<file path="config.mk">
export PLATFORM = sky130hd
export DESIGN_NAME = differential_vector_clock
export DESIGN_NICKNAME = d
export VERILOG_FILES = /design/src/design/dvc_pkg.sv /design/src/design/dvc_ram.sv /design/src/design/differential_vector_clock.sv
export SDC_FILE = /design/constraint.sdc
export NUM_CORES = 2
export LEC_CHECK = 0
export BUFFER_PORTS_ARGS = -buffer_cell sky130_fd_sc_hd__clkbuf_2
export CORE_MARGIN = 2
export CORE_UTILIZATION = 40
export CTS_CLUSTER_DIAMETER = 150
export DETAILED_ROUTE_END_ITERATION = 12
export PLACE_DENSITY = 0.56
export SETUP_SLACK_MARGIN = 0.1
export SLEW_MARGIN = 20
export SYNTH_ARGS = -nofsm -noshare
export SYNTH_HDL_FRONTEND = slang
export SYNTH_SLANG_ARGS = --single-unit
</file>
<file path="constraint.sdc">
create_clock -name clk -period 8.6 [get_ports clk]
set_input_delay 2.58 -clock clk [delete_from_list [all_inputs] [get_ports clk]]
set_output_delay 2.58 -clock clk [all_outputs]
set_load 0.05 [all_outputs]
</file>
<file path="src/design/dvc_pkg.sv">
// shared types and constants of the differential vector clock
package dvc_pkg;

    localparam int DEFAULT_NUM_PROCESSES = 16;
    localparam int IDX_LIMIT             = 16;
    localparam int IDX_W                 = 4;
    localparam int CLK_W                 = 32;

    localparam logic KIND_REPORT = 1'b0;
    localparam logic KIND_TUPLE  = 1'b1;

    typedef enum logic [1:0] {
        FUNC_INTERNAL   = 2'd0,
        FUNC_SEND       = 2'd1,
        FUNC_RECV_BEGIN = 2'd2,
        FUNC_TUPLE      = 2'd3
    } func_t;

    typedef enum logic [2:0] {
        ST_IDLE,
        ST_TICK,
        ST_RX_IDX,
        ST_RX_OWN,
        ST_SEND_TICK,
        ST_WALK,
        ST_FLUSH
    } state_t;

endpackage

</file>
<file path="src/design/dvc_ram.sv">
// generic single-port-write ram with registered read
module dvc_ram #(
    parameter int WIDTH = dvc_pkg::CLK_W,
    parameter int DEPTH = dvc_pkg::IDX_LIMIT
) (
    input  logic                     clk,
    input  logic                     wr_en,
    input  logic [$clog2(DEPTH)-1:0] wr_addr,
    input  logic [WIDTH-1:0]         wr_data,
    input  logic                     rd_en,
    input  logic [$clog2(DEPTH)-1:0] rd_addr,
    output logic [WIDTH-1:0]         rd_data
);

    logic [WIDTH-1:0] mem [DEPTH];
    logic [WIDTH-1:0] rd_data_reg;

    always_ff @(posedge clk)
    begin
        if (wr_en)
        begin
            mem[wr_addr] <= wr_data;
        end
    end

    always_ff @(posedge clk)
    begin
        if (rd_en)
        begin
            rd_data_reg <= mem[rd_addr];
        end
    end

    assign rd_data = rd_data_reg;

endmodule

</file>
<file path="src/design/differential_vector_clock.sv">
// top level of the differential vector clock
// Keeps one process's vector clock with per-entry last-update stamps and
// per-destination last-sent stamps in two small rams (clock and stamp share
// one word). Items are taken one at a time. An internal event or receive
// begin reads and ticks the own entry; a received tuple reads the clock ram
// twice (indexed entry, then own entry); a send ticks the own entry, then
// walks the N entries kept (NUM_PROCESSES, at most 16) one entry per cycle
// unless a result stall holds it. Stalls on the result side delay every kind
// of item. A result beat may wait in the output register while the next item
// is taken. Own id, destination and tuple index are folded modulo N.
module differential_vector_clock #(
    parameter int NUM_PROCESSES = dvc_pkg::DEFAULT_NUM_PROCESSES
) (
    input  logic        clk,
    input  logic        rst_n,
    input  logic        cfg_valid,
    output logic        cfg_ready,
    input  logic [3:0]  cfg_data,
    input  logic        item_valid,
    output logic        item_ready,
    input  logic [1:0]  func,
    input  logic [3:0]  destination,
    input  logic [3:0]  tuple_index,
    input  logic [31:0] tuple_value,
    output logic        result_valid,
    input  logic        result_ready,
    output logic        kind,
    output logic [3:0]  entry_index,
    output logic [31:0] entry_value,
    output logic        last
);

    localparam int NENT  = (NUM_PROCESSES < dvc_pkg::IDX_LIMIT) ?
                           NUM_PROCESSES : dvc_pkg::IDX_LIMIT;
    localparam int IW    = $clog2(NENT);
    localparam int CW    = dvc_pkg::CLK_W;
    localparam int XW    = dvc_pkg::IDX_W;

    function automatic logic [IW-1:0] fold_idx(input logic [XW-1:0] v);
        logic [XW:0] r;
        r = {1'b0, v};
        for (int s = 0; s < 8; s++)
        begin
            if (r >= (XW+1)'(NENT))
            begin
                r = r - (XW+1)'(NENT);
            end
        end
        return r[IW-1:0];
    endfunction

    dvc_pkg::state_t state_reg, state_next;

    logic [XW-1:0]  own_id_reg;
    logic [IW-1:0]  me;

    logic [NENT-1:0] vc_vld_reg, vc_vld_next;
    logic [NENT-1:0] sent_vld_reg, sent_vld_next;
    logic            vc_rd_vld_reg, vc_rd_vld_next;
    logic            sent_rd_vld_reg, sent_rd_vld_next;

    logic            vc_wr_en, vc_rd_en, sent_wr_en, sent_rd_en;
    logic [IW-1:0]   vc_wr_addr, vc_rd_addr, sent_wr_addr, sent_rd_addr;
    logic [2*CW-1:0] vc_wr_data, vc_rd_data;
    logic [CW-1:0]   sent_wr_data, sent_rd_data;

    logic [CW-1:0]   vc_clk, vc_stamp, since;

    logic [IW-1:0]   dest_reg, dest_next;
    logic [IW-1:0]   idx_reg, idx_next;
    logic [CW-1:0]   tv_reg, tv_next;
    logic [CW-1:0]   ent_clk_reg, ent_clk_next;
    logic [CW-1:0]   own_clk_reg, own_clk_next;
    logic [CW-1:0]   own_stamp_reg, own_stamp_next;
    logic [CW-1:0]   since_reg, since_next;
    logic [IW:0]     rd_cnt_reg, rd_cnt_next;
    logic [IW-1:0]   chk_idx_reg, chk_idx_next;
    logic            chk_valid_reg, chk_valid_next;
    logic            pend_valid_reg, pend_valid_next;
    logic [IW-1:0]   pend_idx_reg, pend_idx_next;
    logic [CW-1:0]   pend_val_reg, pend_val_next;

    logic            out_valid_reg, out_valid_next;
    logic            out_kind_reg, out_kind_next;
    logic [XW-1:0]   out_idx_reg, out_idx_next;
    logic [CW-1:0]   out_val_reg, out_val_next;
    logic            out_last_reg, out_last_next;

    logic            item_fire, out_free, walk_more;
    logic            tick_sat;
    logic [CW-1:0]   tick_clk, tick_stamp;
    logic [CW-1:0]   cur_clk, cur_stamp;
    logic            cur_sel, walk_stall, grow;

    assign cfg_ready    = 1'b1;
    assign item_ready   = (state_reg == dvc_pkg::ST_IDLE);
    assign item_fire    = item_valid && item_ready;
    assign out_free     = !out_valid_reg || result_ready;
    assign me           = fold_idx(own_id_reg);
    assign walk_more    = (rd_cnt_reg < (IW+1)'(NENT));

    assign result_valid = out_valid_reg;
    assign kind         = out_kind_reg;
    assign entry_index  = out_idx_reg;
    assign entry_value  = out_val_reg;
    assign last         = out_last_reg;

    assign vc_clk   = vc_rd_vld_reg ? vc_rd_data[CW-1:0] : '0;
    assign vc_stamp = vc_rd_vld_reg ? vc_rd_data[2*CW-1:CW] : '0;
    assign since    = sent_rd_vld_reg ? sent_rd_data : '0;

    // saturating tick of the own entry
    assign tick_sat   = &vc_clk;
    assign tick_clk   = tick_sat ? vc_clk : vc_clk + CW'(1);
    assign tick_stamp = tick_sat ? vc_stamp : tick_clk;

    // walk entry under check, own entry forwarded
    assign cur_clk    = (chk_idx_reg == me) ? own_clk_reg : vc_clk;
    assign cur_stamp  = (chk_idx_reg == me) ? own_stamp_reg : vc_stamp;
    assign cur_sel    = chk_valid_reg && (since_reg < cur_stamp);
    assign walk_stall = cur_sel && pend_valid_reg && !out_free;

    assign grow = (ent_clk_reg < tv_reg);

    dvc_ram #(
        .WIDTH (2*CW),
        .DEPTH (NENT)
    ) u_clock_ram (
        .clk     (clk),
        .wr_en   (vc_wr_en),
        .wr_addr (vc_wr_addr),
        .wr_data (vc_wr_data),
        .rd_en   (vc_rd_en),
        .rd_addr (vc_rd_addr),
        .rd_data (vc_rd_data)
    );

    dvc_ram #(
        .WIDTH (CW),
        .DEPTH (NENT)
    ) u_sent_ram (
        .clk     (clk),
        .wr_en   (sent_wr_en),
        .wr_addr (sent_wr_addr),
        .wr_data (sent_wr_data),
        .rd_en   (sent_rd_en),
        .rd_addr (sent_rd_addr),
        .rd_data (sent_rd_data)
    );

    always_comb
    begin
        state_next = state_reg;
        unique case (state_reg)
            dvc_pkg::ST_IDLE:
            begin
                if (item_fire)
                begin
                    unique case (dvc_pkg::func_t'(func)) inside
                        dvc_pkg::FUNC_SEND:  state_next = dvc_pkg::ST_SEND_TICK;
                        dvc_pkg::FUNC_TUPLE: state_next = dvc_pkg::ST_RX_IDX;
                        dvc_pkg::FUNC_INTERNAL, dvc_pkg::FUNC_RECV_BEGIN:
                            state_next = dvc_pkg::ST_TICK;
                    endcase
                end
            end
            dvc_pkg::ST_TICK:
            begin
                if (out_free)
                begin
                    state_next = dvc_pkg::ST_IDLE;
                end
            end
            dvc_pkg::ST_RX_IDX:
            begin
                state_next = dvc_pkg::ST_RX_OWN;
            end
            dvc_pkg::ST_RX_OWN:
            begin
                if (out_free)
                begin
                    state_next = dvc_pkg::ST_IDLE;
                end
            end
            dvc_pkg::ST_SEND_TICK:
            begin
                state_next = dvc_pkg::ST_WALK;
            end
            dvc_pkg::ST_WALK:
            begin
                if (!chk_valid_reg && !walk_more)
                begin
                    state_next = dvc_pkg::ST_FLUSH;
                end
            end
            dvc_pkg::ST_FLUSH:
            begin
                if (out_free)
                begin
                    state_next = dvc_pkg::ST_IDLE;
                end
            end
            default:
            begin
                state_next = dvc_pkg::ST_IDLE;
            end
        endcase
    end

    always_comb
    begin
        vc_wr_en         = 1'b0;
        vc_wr_addr       = me;
        vc_wr_data       = {tick_stamp, tick_clk};
        vc_rd_en         = 1'b0;
        vc_rd_addr       = me;
        sent_wr_en       = 1'b0;
        sent_wr_addr     = dest_reg;
        sent_wr_data     = tick_clk;
        sent_rd_en       = 1'b0;
        sent_rd_addr     = fold_idx(destination);

        dest_next        = dest_reg;
        idx_next         = idx_reg;
        tv_next          = tv_reg;
        ent_clk_next     = ent_clk_reg;
        own_clk_next     = own_clk_reg;
        own_stamp_next   = own_stamp_reg;
        since_next       = since_reg;
        rd_cnt_next      = rd_cnt_reg;
        chk_idx_next     = chk_idx_reg;
        chk_valid_next   = chk_valid_reg;
        pend_valid_next  = pend_valid_reg;
        pend_idx_next    = pend_idx_reg;
        pend_val_next    = pend_val_reg;

        out_valid_next   = out_valid_reg && !result_ready;
        out_kind_next    = out_kind_reg;
        out_idx_next     = out_idx_reg;
        out_val_next     = out_val_reg;
        out_last_next    = out_last_reg;

        unique case (state_reg)
            dvc_pkg::ST_IDLE:
            begin
                if (item_fire)
                begin
                    dest_next  = fold_idx(destination);
                    idx_next   = fold_idx(tuple_index);
                    tv_next    = tuple_value;
                    vc_rd_en   = 1'b1;
                    if (dvc_pkg::func_t'(func) == dvc_pkg::FUNC_TUPLE)
                    begin
                        vc_rd_addr = fold_idx(tuple_index);
                    end
                    if (dvc_pkg::func_t'(func) == dvc_pkg::FUNC_SEND)
                    begin
                        sent_rd_en = 1'b1;
                    end
                end
            end
            dvc_pkg::ST_TICK:
            begin
                if (out_free)
                begin
                    vc_wr_en       = !tick_sat;
                    out_valid_next = 1'b1;
                    out_kind_next  = dvc_pkg::KIND_REPORT;
                    out_idx_next   = XW'(me);
                    out_val_next   = tick_clk;
                    out_last_next  = 1'b1;
                end
            end
            dvc_pkg::ST_RX_IDX:
            begin
                ent_clk_next = vc_clk;
                vc_rd_en     = 1'b1;
                vc_rd_addr   = me;
            end
            dvc_pkg::ST_RX_OWN:
            begin
                if (out_free)
                begin
                    vc_wr_en       = grow;
                    vc_wr_addr     = idx_reg;
                    vc_wr_data     = {((idx_reg == me) ? tv_reg : vc_clk), tv_reg};
                    out_valid_next = 1'b1;
                    out_kind_next  = dvc_pkg::KIND_REPORT;
                    out_idx_next   = XW'(idx_reg);
                    out_val_next   = grow ? tv_reg : ent_clk_reg;
                    out_last_next  = 1'b1;
                end
            end
            dvc_pkg::ST_SEND_TICK:
            begin
                vc_wr_en        = !tick_sat;
                sent_wr_en      = 1'b1;
                own_clk_next    = tick_clk;
                own_stamp_next  = tick_stamp;
                since_next      = since;
                vc_rd_en        = 1'b1;
                vc_rd_addr      = '0;
                rd_cnt_next     = (IW+1)'(1);
                chk_idx_next    = '0;
                chk_valid_next  = 1'b1;
                pend_valid_next = 1'b0;
            end
            dvc_pkg::ST_WALK:
            begin
                if (!walk_stall)
                begin
                    if (cur_sel)
                    begin
                        if (pend_valid_reg)
                        begin
                            out_valid_next = 1'b1;
                            out_kind_next  = dvc_pkg::KIND_TUPLE;
                            out_idx_next   = XW'(pend_idx_reg);
                            out_val_next   = pend_val_reg;
                            out_last_next  = 1'b0;
                        end
                        pend_valid_next = 1'b1;
                        pend_idx_next   = chk_idx_reg;
                        pend_val_next   = cur_clk;
                    end
                    if (walk_more)
                    begin
                        vc_rd_en       = 1'b1;
                        vc_rd_addr     = rd_cnt_reg[IW-1:0];
                        chk_idx_next   = rd_cnt_reg[IW-1:0];
                        chk_valid_next = 1'b1;
                        rd_cnt_next    = rd_cnt_reg + (IW+1)'(1);
                    end
                    else
                    begin
                        chk_valid_next = 1'b0;
                    end
                end
            end
            dvc_pkg::ST_FLUSH:
            begin
                if (out_free)
                begin
                    out_valid_next = 1'b1;
                    out_last_next  = 1'b1;
                    if (pend_valid_reg)
                    begin
                        out_kind_next = dvc_pkg::KIND_TUPLE;
                        out_idx_next  = XW'(pend_idx_reg);
                        out_val_next  = pend_val_reg;
                    end
                    else
                    begin
                        out_kind_next = dvc_pkg::KIND_REPORT;
                        out_idx_next  = XW'(me);
                        out_val_next  = own_clk_reg;
                    end
                    pend_valid_next = 1'b0;
                end
            end
            default:
            begin
            end
        endcase
    end

    // valid bits: an entry never written reads as zero
    always_comb
    begin
        vc_vld_next      = vc_vld_reg;
        sent_vld_next    = sent_vld_reg;
        vc_rd_vld_next   = vc_rd_vld_reg;
        sent_rd_vld_next = sent_rd_vld_reg;
        if (vc_wr_en)
        begin
            vc_vld_next[vc_wr_addr] = 1'b1;
        end
        if (sent_wr_en)
        begin
            sent_vld_next[sent_wr_addr] = 1'b1;
        end
        if (vc_rd_en)
        begin
            vc_rd_vld_next = vc_vld_reg[vc_rd_addr];
        end
        if (sent_rd_en)
        begin
            sent_rd_vld_next = sent_vld_reg[sent_rd_addr];
        end
    end

    always_ff @(posedge clk or negedge rst_n)
    begin
        if (!rst_n)
        begin
            state_reg       <= dvc_pkg::ST_IDLE;
            own_id_reg      <= '0;
            vc_vld_reg      <= '0;
            sent_vld_reg    <= '0;
            vc_rd_vld_reg   <= 1'b0;
            sent_rd_vld_reg <= 1'b0;
            chk_valid_reg   <= 1'b0;
            pend_valid_reg  <= 1'b0;
            out_valid_reg   <= 1'b0;
        end
        else
        begin
            state_reg       <= state_next;
            if (cfg_valid && cfg_ready)
            begin
                own_id_reg <= cfg_data;
            end
            vc_vld_reg      <= vc_vld_next;
            sent_vld_reg    <= sent_vld_next;
            vc_rd_vld_reg   <= vc_rd_vld_next;
            sent_rd_vld_reg <= sent_rd_vld_next;
            chk_valid_reg   <= chk_valid_next;
            pend_valid_reg  <= pend_valid_next;
            out_valid_reg   <= out_valid_next;
        end
    end

    always_ff @(posedge clk)
    begin
        dest_reg      <= dest_next;
        idx_reg       <= idx_next;
        tv_reg        <= tv_next;
        ent_clk_reg   <= ent_clk_next;
        own_clk_reg   <= own_clk_next;
        own_stamp_reg <= own_stamp_next;
        since_reg     <= since_next;
        rd_cnt_reg    <= rd_cnt_next;
        chk_idx_reg   <= chk_idx_next;
        pend_idx_reg  <= pend_idx_next;
        pend_val_reg  <= pend_val_next;
        out_kind_reg  <= out_kind_next;
        out_idx_reg   <= out_idx_next;
        out_val_reg   <= out_val_next;
        out_last_reg  <= out_last_next;
    end

endmodule

</file>
==> key figures <==
Job
  – Max Cap Viol: 0

Drt
  – Post-Route WL: 217500 µm
  – WL/cell: 27.77 µm
  – Avg Vias per Cell: 5.710
  – Antenna-violating nets left: 0
  – Vias after detailed routing: between 40000 and 50000
  – DRT Pass-1 Iters: 8
  – Remaining DRCs: 0
  – Initial DRC count: 5440

Finish
  – Share of layout cells above drive strength 1: 16.73%
  – Fin nets: ~5200
  – P&R area growth vs syn: 14.03%
  – Max reg flops: around 1000

Synth
  – Post-Synth Adder-Cell Area: 1.019%
  – YS warnings: 0
  – Ys flop type: edfxtp_1
  – Synth Cell Area: 78590 µm²
  – Synth Area in Simple Gates: about 6.8%
  – Synth Instances: 4908
  – Multiplexer share of the synthesized area: 7.663%
  – Syn nets: 5023
  – Synth async-reset ratio: under 10%
  – EDFF count, synth: 1883
  – Largest family of logic cells by synthesized area: compound AO/OA/AOI/OAI gates
  – Sequential-to-total area share from yosys stat: between 70 and 80%
  – Synth Area per Inst: about 16 µm²
  – Yosys cell types: 71
  – XOR/XNOR Fraction of Synth Area: 0.5795%
  – Synth Area in Compound Gates: 8.557%
  – Seq cells post-synth: about 1900

Worst setup path
  – Crit Path Category: reg -> reg
  – Endpoint class of the critical path: register
  – Critical Path RT: 9180 ps
  – Critical Path AT: 7270 ps
  – Startpoint types: register
  – Worst-path fanout max: 94

Floorplan
  – Die area: 200000 µm²
  – Core Rows: 162
  – Placeable Area: 195000 µm²
  – Die H: 447.3 µm
  – IO Pins: 92
  – Die W: 447.3 µm
  – Initial core utilization: 40.30%

Clock network
  – Clock sinks: between 1500 and 2000
  – Clock root buffer: clkbuf_16
  – Post-CTS resize count: 0
  – H-tree levels: 4
  – CTS tree: done
  – CTS clock-pin slew for the worst setup and hold paths: 60 ps
  – Clock buffer count from CTS: 197
  – # Post-CTS Setup Buffers: 0
  – Clk buf depth: 3
  – Skew-Pair Late Insertion Delay: 860 ps
  – Hold buffer count at cts: 0

Pwr
  – Pwr dens: 359.9 nW/µm²
  – Pleak: 29.72 nW
  – Maximum VDD drop: 0.2493 mV
  – Post-layout power: 32.25 mW

Timing
  – Tmin final: 6696 ps
  – Setup TNS: 0 ps
  – Slew Viols, Final: 0
  – Slew margin rel.: 24.74%
  – RSZ-0062 raised after global routing: no
  – Final Hold Viols: 0
  – Tcrit/Tclk final: 77.86%
  – # setup viols final: 0
  – Worst-Margin Slew: 1100 ps
  – Clk_skew: 78.16 ps
  – FMAX: 149.3 MHz
  – Final worst slack: 1904 ps

Min path
  – Worst Hold Class: reg -> reg

Place
  – Place WS: between 2000 and 2500 ps
  – HPWL after DPL: 122600 µm
  – Gpl congestion: 0.8985
  – IO buf count: 90

GRT
  – Remaining global-route overflow: 0
  – Largest net degree at the start of global routing: approximately 130
  – First-pass GRT wire length: 311900 µm
  – Initial antenna violation count: 2
  – GRT Overall Usage: 21.53%
  – Vias in the first global route: 43060

Run status
  – Status: complete, no violations
-- report_power, final --
part           total [mW]  internal (mW)  switching, mW
clock network        8.48           4.82           3.66
registers            14.0           13.2          0.758
logic                9.80           2.88           6.92
-- final timing paths --
kind                       slack [ps]  cells past startpoint                                 to                          from
setup / recovery                 1900                     17  u_clock_ram.rd_data[38]$_DFFE_PP_             me[2]$_DFFE_PN0P_
hold / removal                    460                      1       sent_vld_reg[14]$_DFFE_PN0P_  sent_vld_reg[14]$_DFFE_PN0P_
setup reg to reg                 1900                     17  u_clock_ram.rd_data[38]$_DFFE_PP_             me[2]$_DFFE_PN0P_
hold reg to reg                   460                      1       sent_vld_reg[14]$_DFFE_PN0P_  sent_vld_reg[14]$_DFFE_PN0P_
max in group asynchronous        6160                      2        sent_rd_vld_reg$_DFFE_PN0P_                         rst_n
min in group asynchronous        1860                      2          vc_vld_reg[4]$_DFFE_PN0P_                         rst_n
-- cell type report --
| cell class | instances | area [µm²] |
|---|---|---|
| multi-input combinational | 2573 | 19830 |
| inverter | 95 | 356.6 |
| clock buffer | 247 | 5211 |
| antenna | 1 | 2.502 |
| tap | 2624 | 3283 |
| timing repair buffer | 250 | 2132 |
| fill | 16870 | 105400 |
| sequential | 1927 | 57650 |
| clock inverter | 115 | 1150 |
-- synth_stat cells, types with 5 or more instances --
| library cell | count | area [µm²] |
|---|---|---|
| edfxtp_1 | 1883 | 56540 |
| inv_1 | 95 | 356.6 |
| mux2i_1 | 137 | 1371 |
| o211ai_1 | 76 | 570.6 |
| a222oi_1 | 30 | 300.3 |
| nor3_1 | 23 | 115.1 |
| nor2b_1 | 135 | 844.6 |
| dfrtp_1 | 44 | 1101 |
| a21o_1 | 25 | 187.7 |
| and3_1 | 16 | 100.1 |
| o32ai_1 | 64 | 560.5 |
| nand4_1 | 22 | 137.6 |
| o21ai_0 | 100 | 500.5 |
| a221o_1 | 67 | 670.6 |
| a21oi_1 | 138 | 690.7 |
| mux2_1 | 6 | 67.56 |
| buf_1 | 43 | 161.4 |
| nand2b_1 | 9 | 56.30 |
| and2_0 | 48 | 300.3 |
| nand3_1 | 26 | 130.1 |
| mux2_2 | 77 | 867.1 |
| ha_1 | 64 | 800.8 |
| mux4_2 | 165 | 3716 |
| nor4_1 | 5 | 31.28 |
| xor2_1 | 8 | 70.07 |
| clkbuf_1 | 207 | 777.0 |
| buf_2 | 59 | 295.3 |
| nand2_1 | 511 | 1918 |
| xnor2_1 | 44 | 385.4 |
| nor2_1 | 170 | 638.1 |
| a22oi_1 | 6 | 45.04 |
| and2_1 | 120 | 750.7 |
| a31oi_1 | 136 | 850.8 |
| a211oi_1 | 260 | 1952 |
| or2_2 | 18 | 112.6 |
-- kinds of logic (layout without fill, tap and decap cells) --
| family | Yosys count | in the layout |
|---|---|---|
| xor+xnor | 52 | 52 |
| flops | 1927 | 1927 |
| other cells | 1 | 2 |
| buf+inv | 408 | 707 |
| fa+ha+maj | 64 | 64 |
| simple gates | 1124 | 1124 |
| compound gates | 947 | 947 |
| mux | 385 | 385 |
-- cell usage in the layout (no fill, tap or decap), drive strengths merged, types with 76 or more instances in the layout --
cell type / instances
clkinv: 77
mux2i: 137
inv: 107
mux4: 165
nor2b: 135
o211ai: 76
edfxtp: 1883
a31oi: 136
nand2: 511
nor2: 170
mux2: 83
buf: 162
and2: 168
a211oi: 261
clkbuf: 335
a21oi: 138
o21ai: 100
-- layer usage --
metal / vias to the layer above / GRT usage, % / part of all wire [%]
li1: 19560 / - / -
met1: 23170 / 30.91 / 44
met2: 1703 / 33.84 / 47
met3: 293 / 2.778 / 6.5
met4: 0 / 7.475 / 3.2
met5: - / 0 / 0
-- per-stage QoR --
stage	hold WS, ps	cells	instance area [µm²]	utilization (%)
floorplan	433.7	4908	78600	-
global placement	445.1	7466	83140	42.64
detailed placement	449.5	7469	83220	42.68
CTS	464.5	7831	89590	45.94
global route	468.2	7832	89610	45.96
finish	461.9	7832	89610	45.96
-- worst max-delay path, cell delays in order, from the launching register on --
cell and delay [ps]:
dfrtp_1 490, xor2_1 230, nor4_4 380, buf_12 350
a21oi_1 160, ha_1 340, nand4_1 200, nor4_1 480
buf_4 230, nand4_1 110, o32ai_2 410, nor2_1 210
a31oi_1 780, nand2_1 370, nand2_4 730, buf_4 390
o32ai_1 150, a221o_1 280
Note: power is estimated with default switching activity, not from simulation.
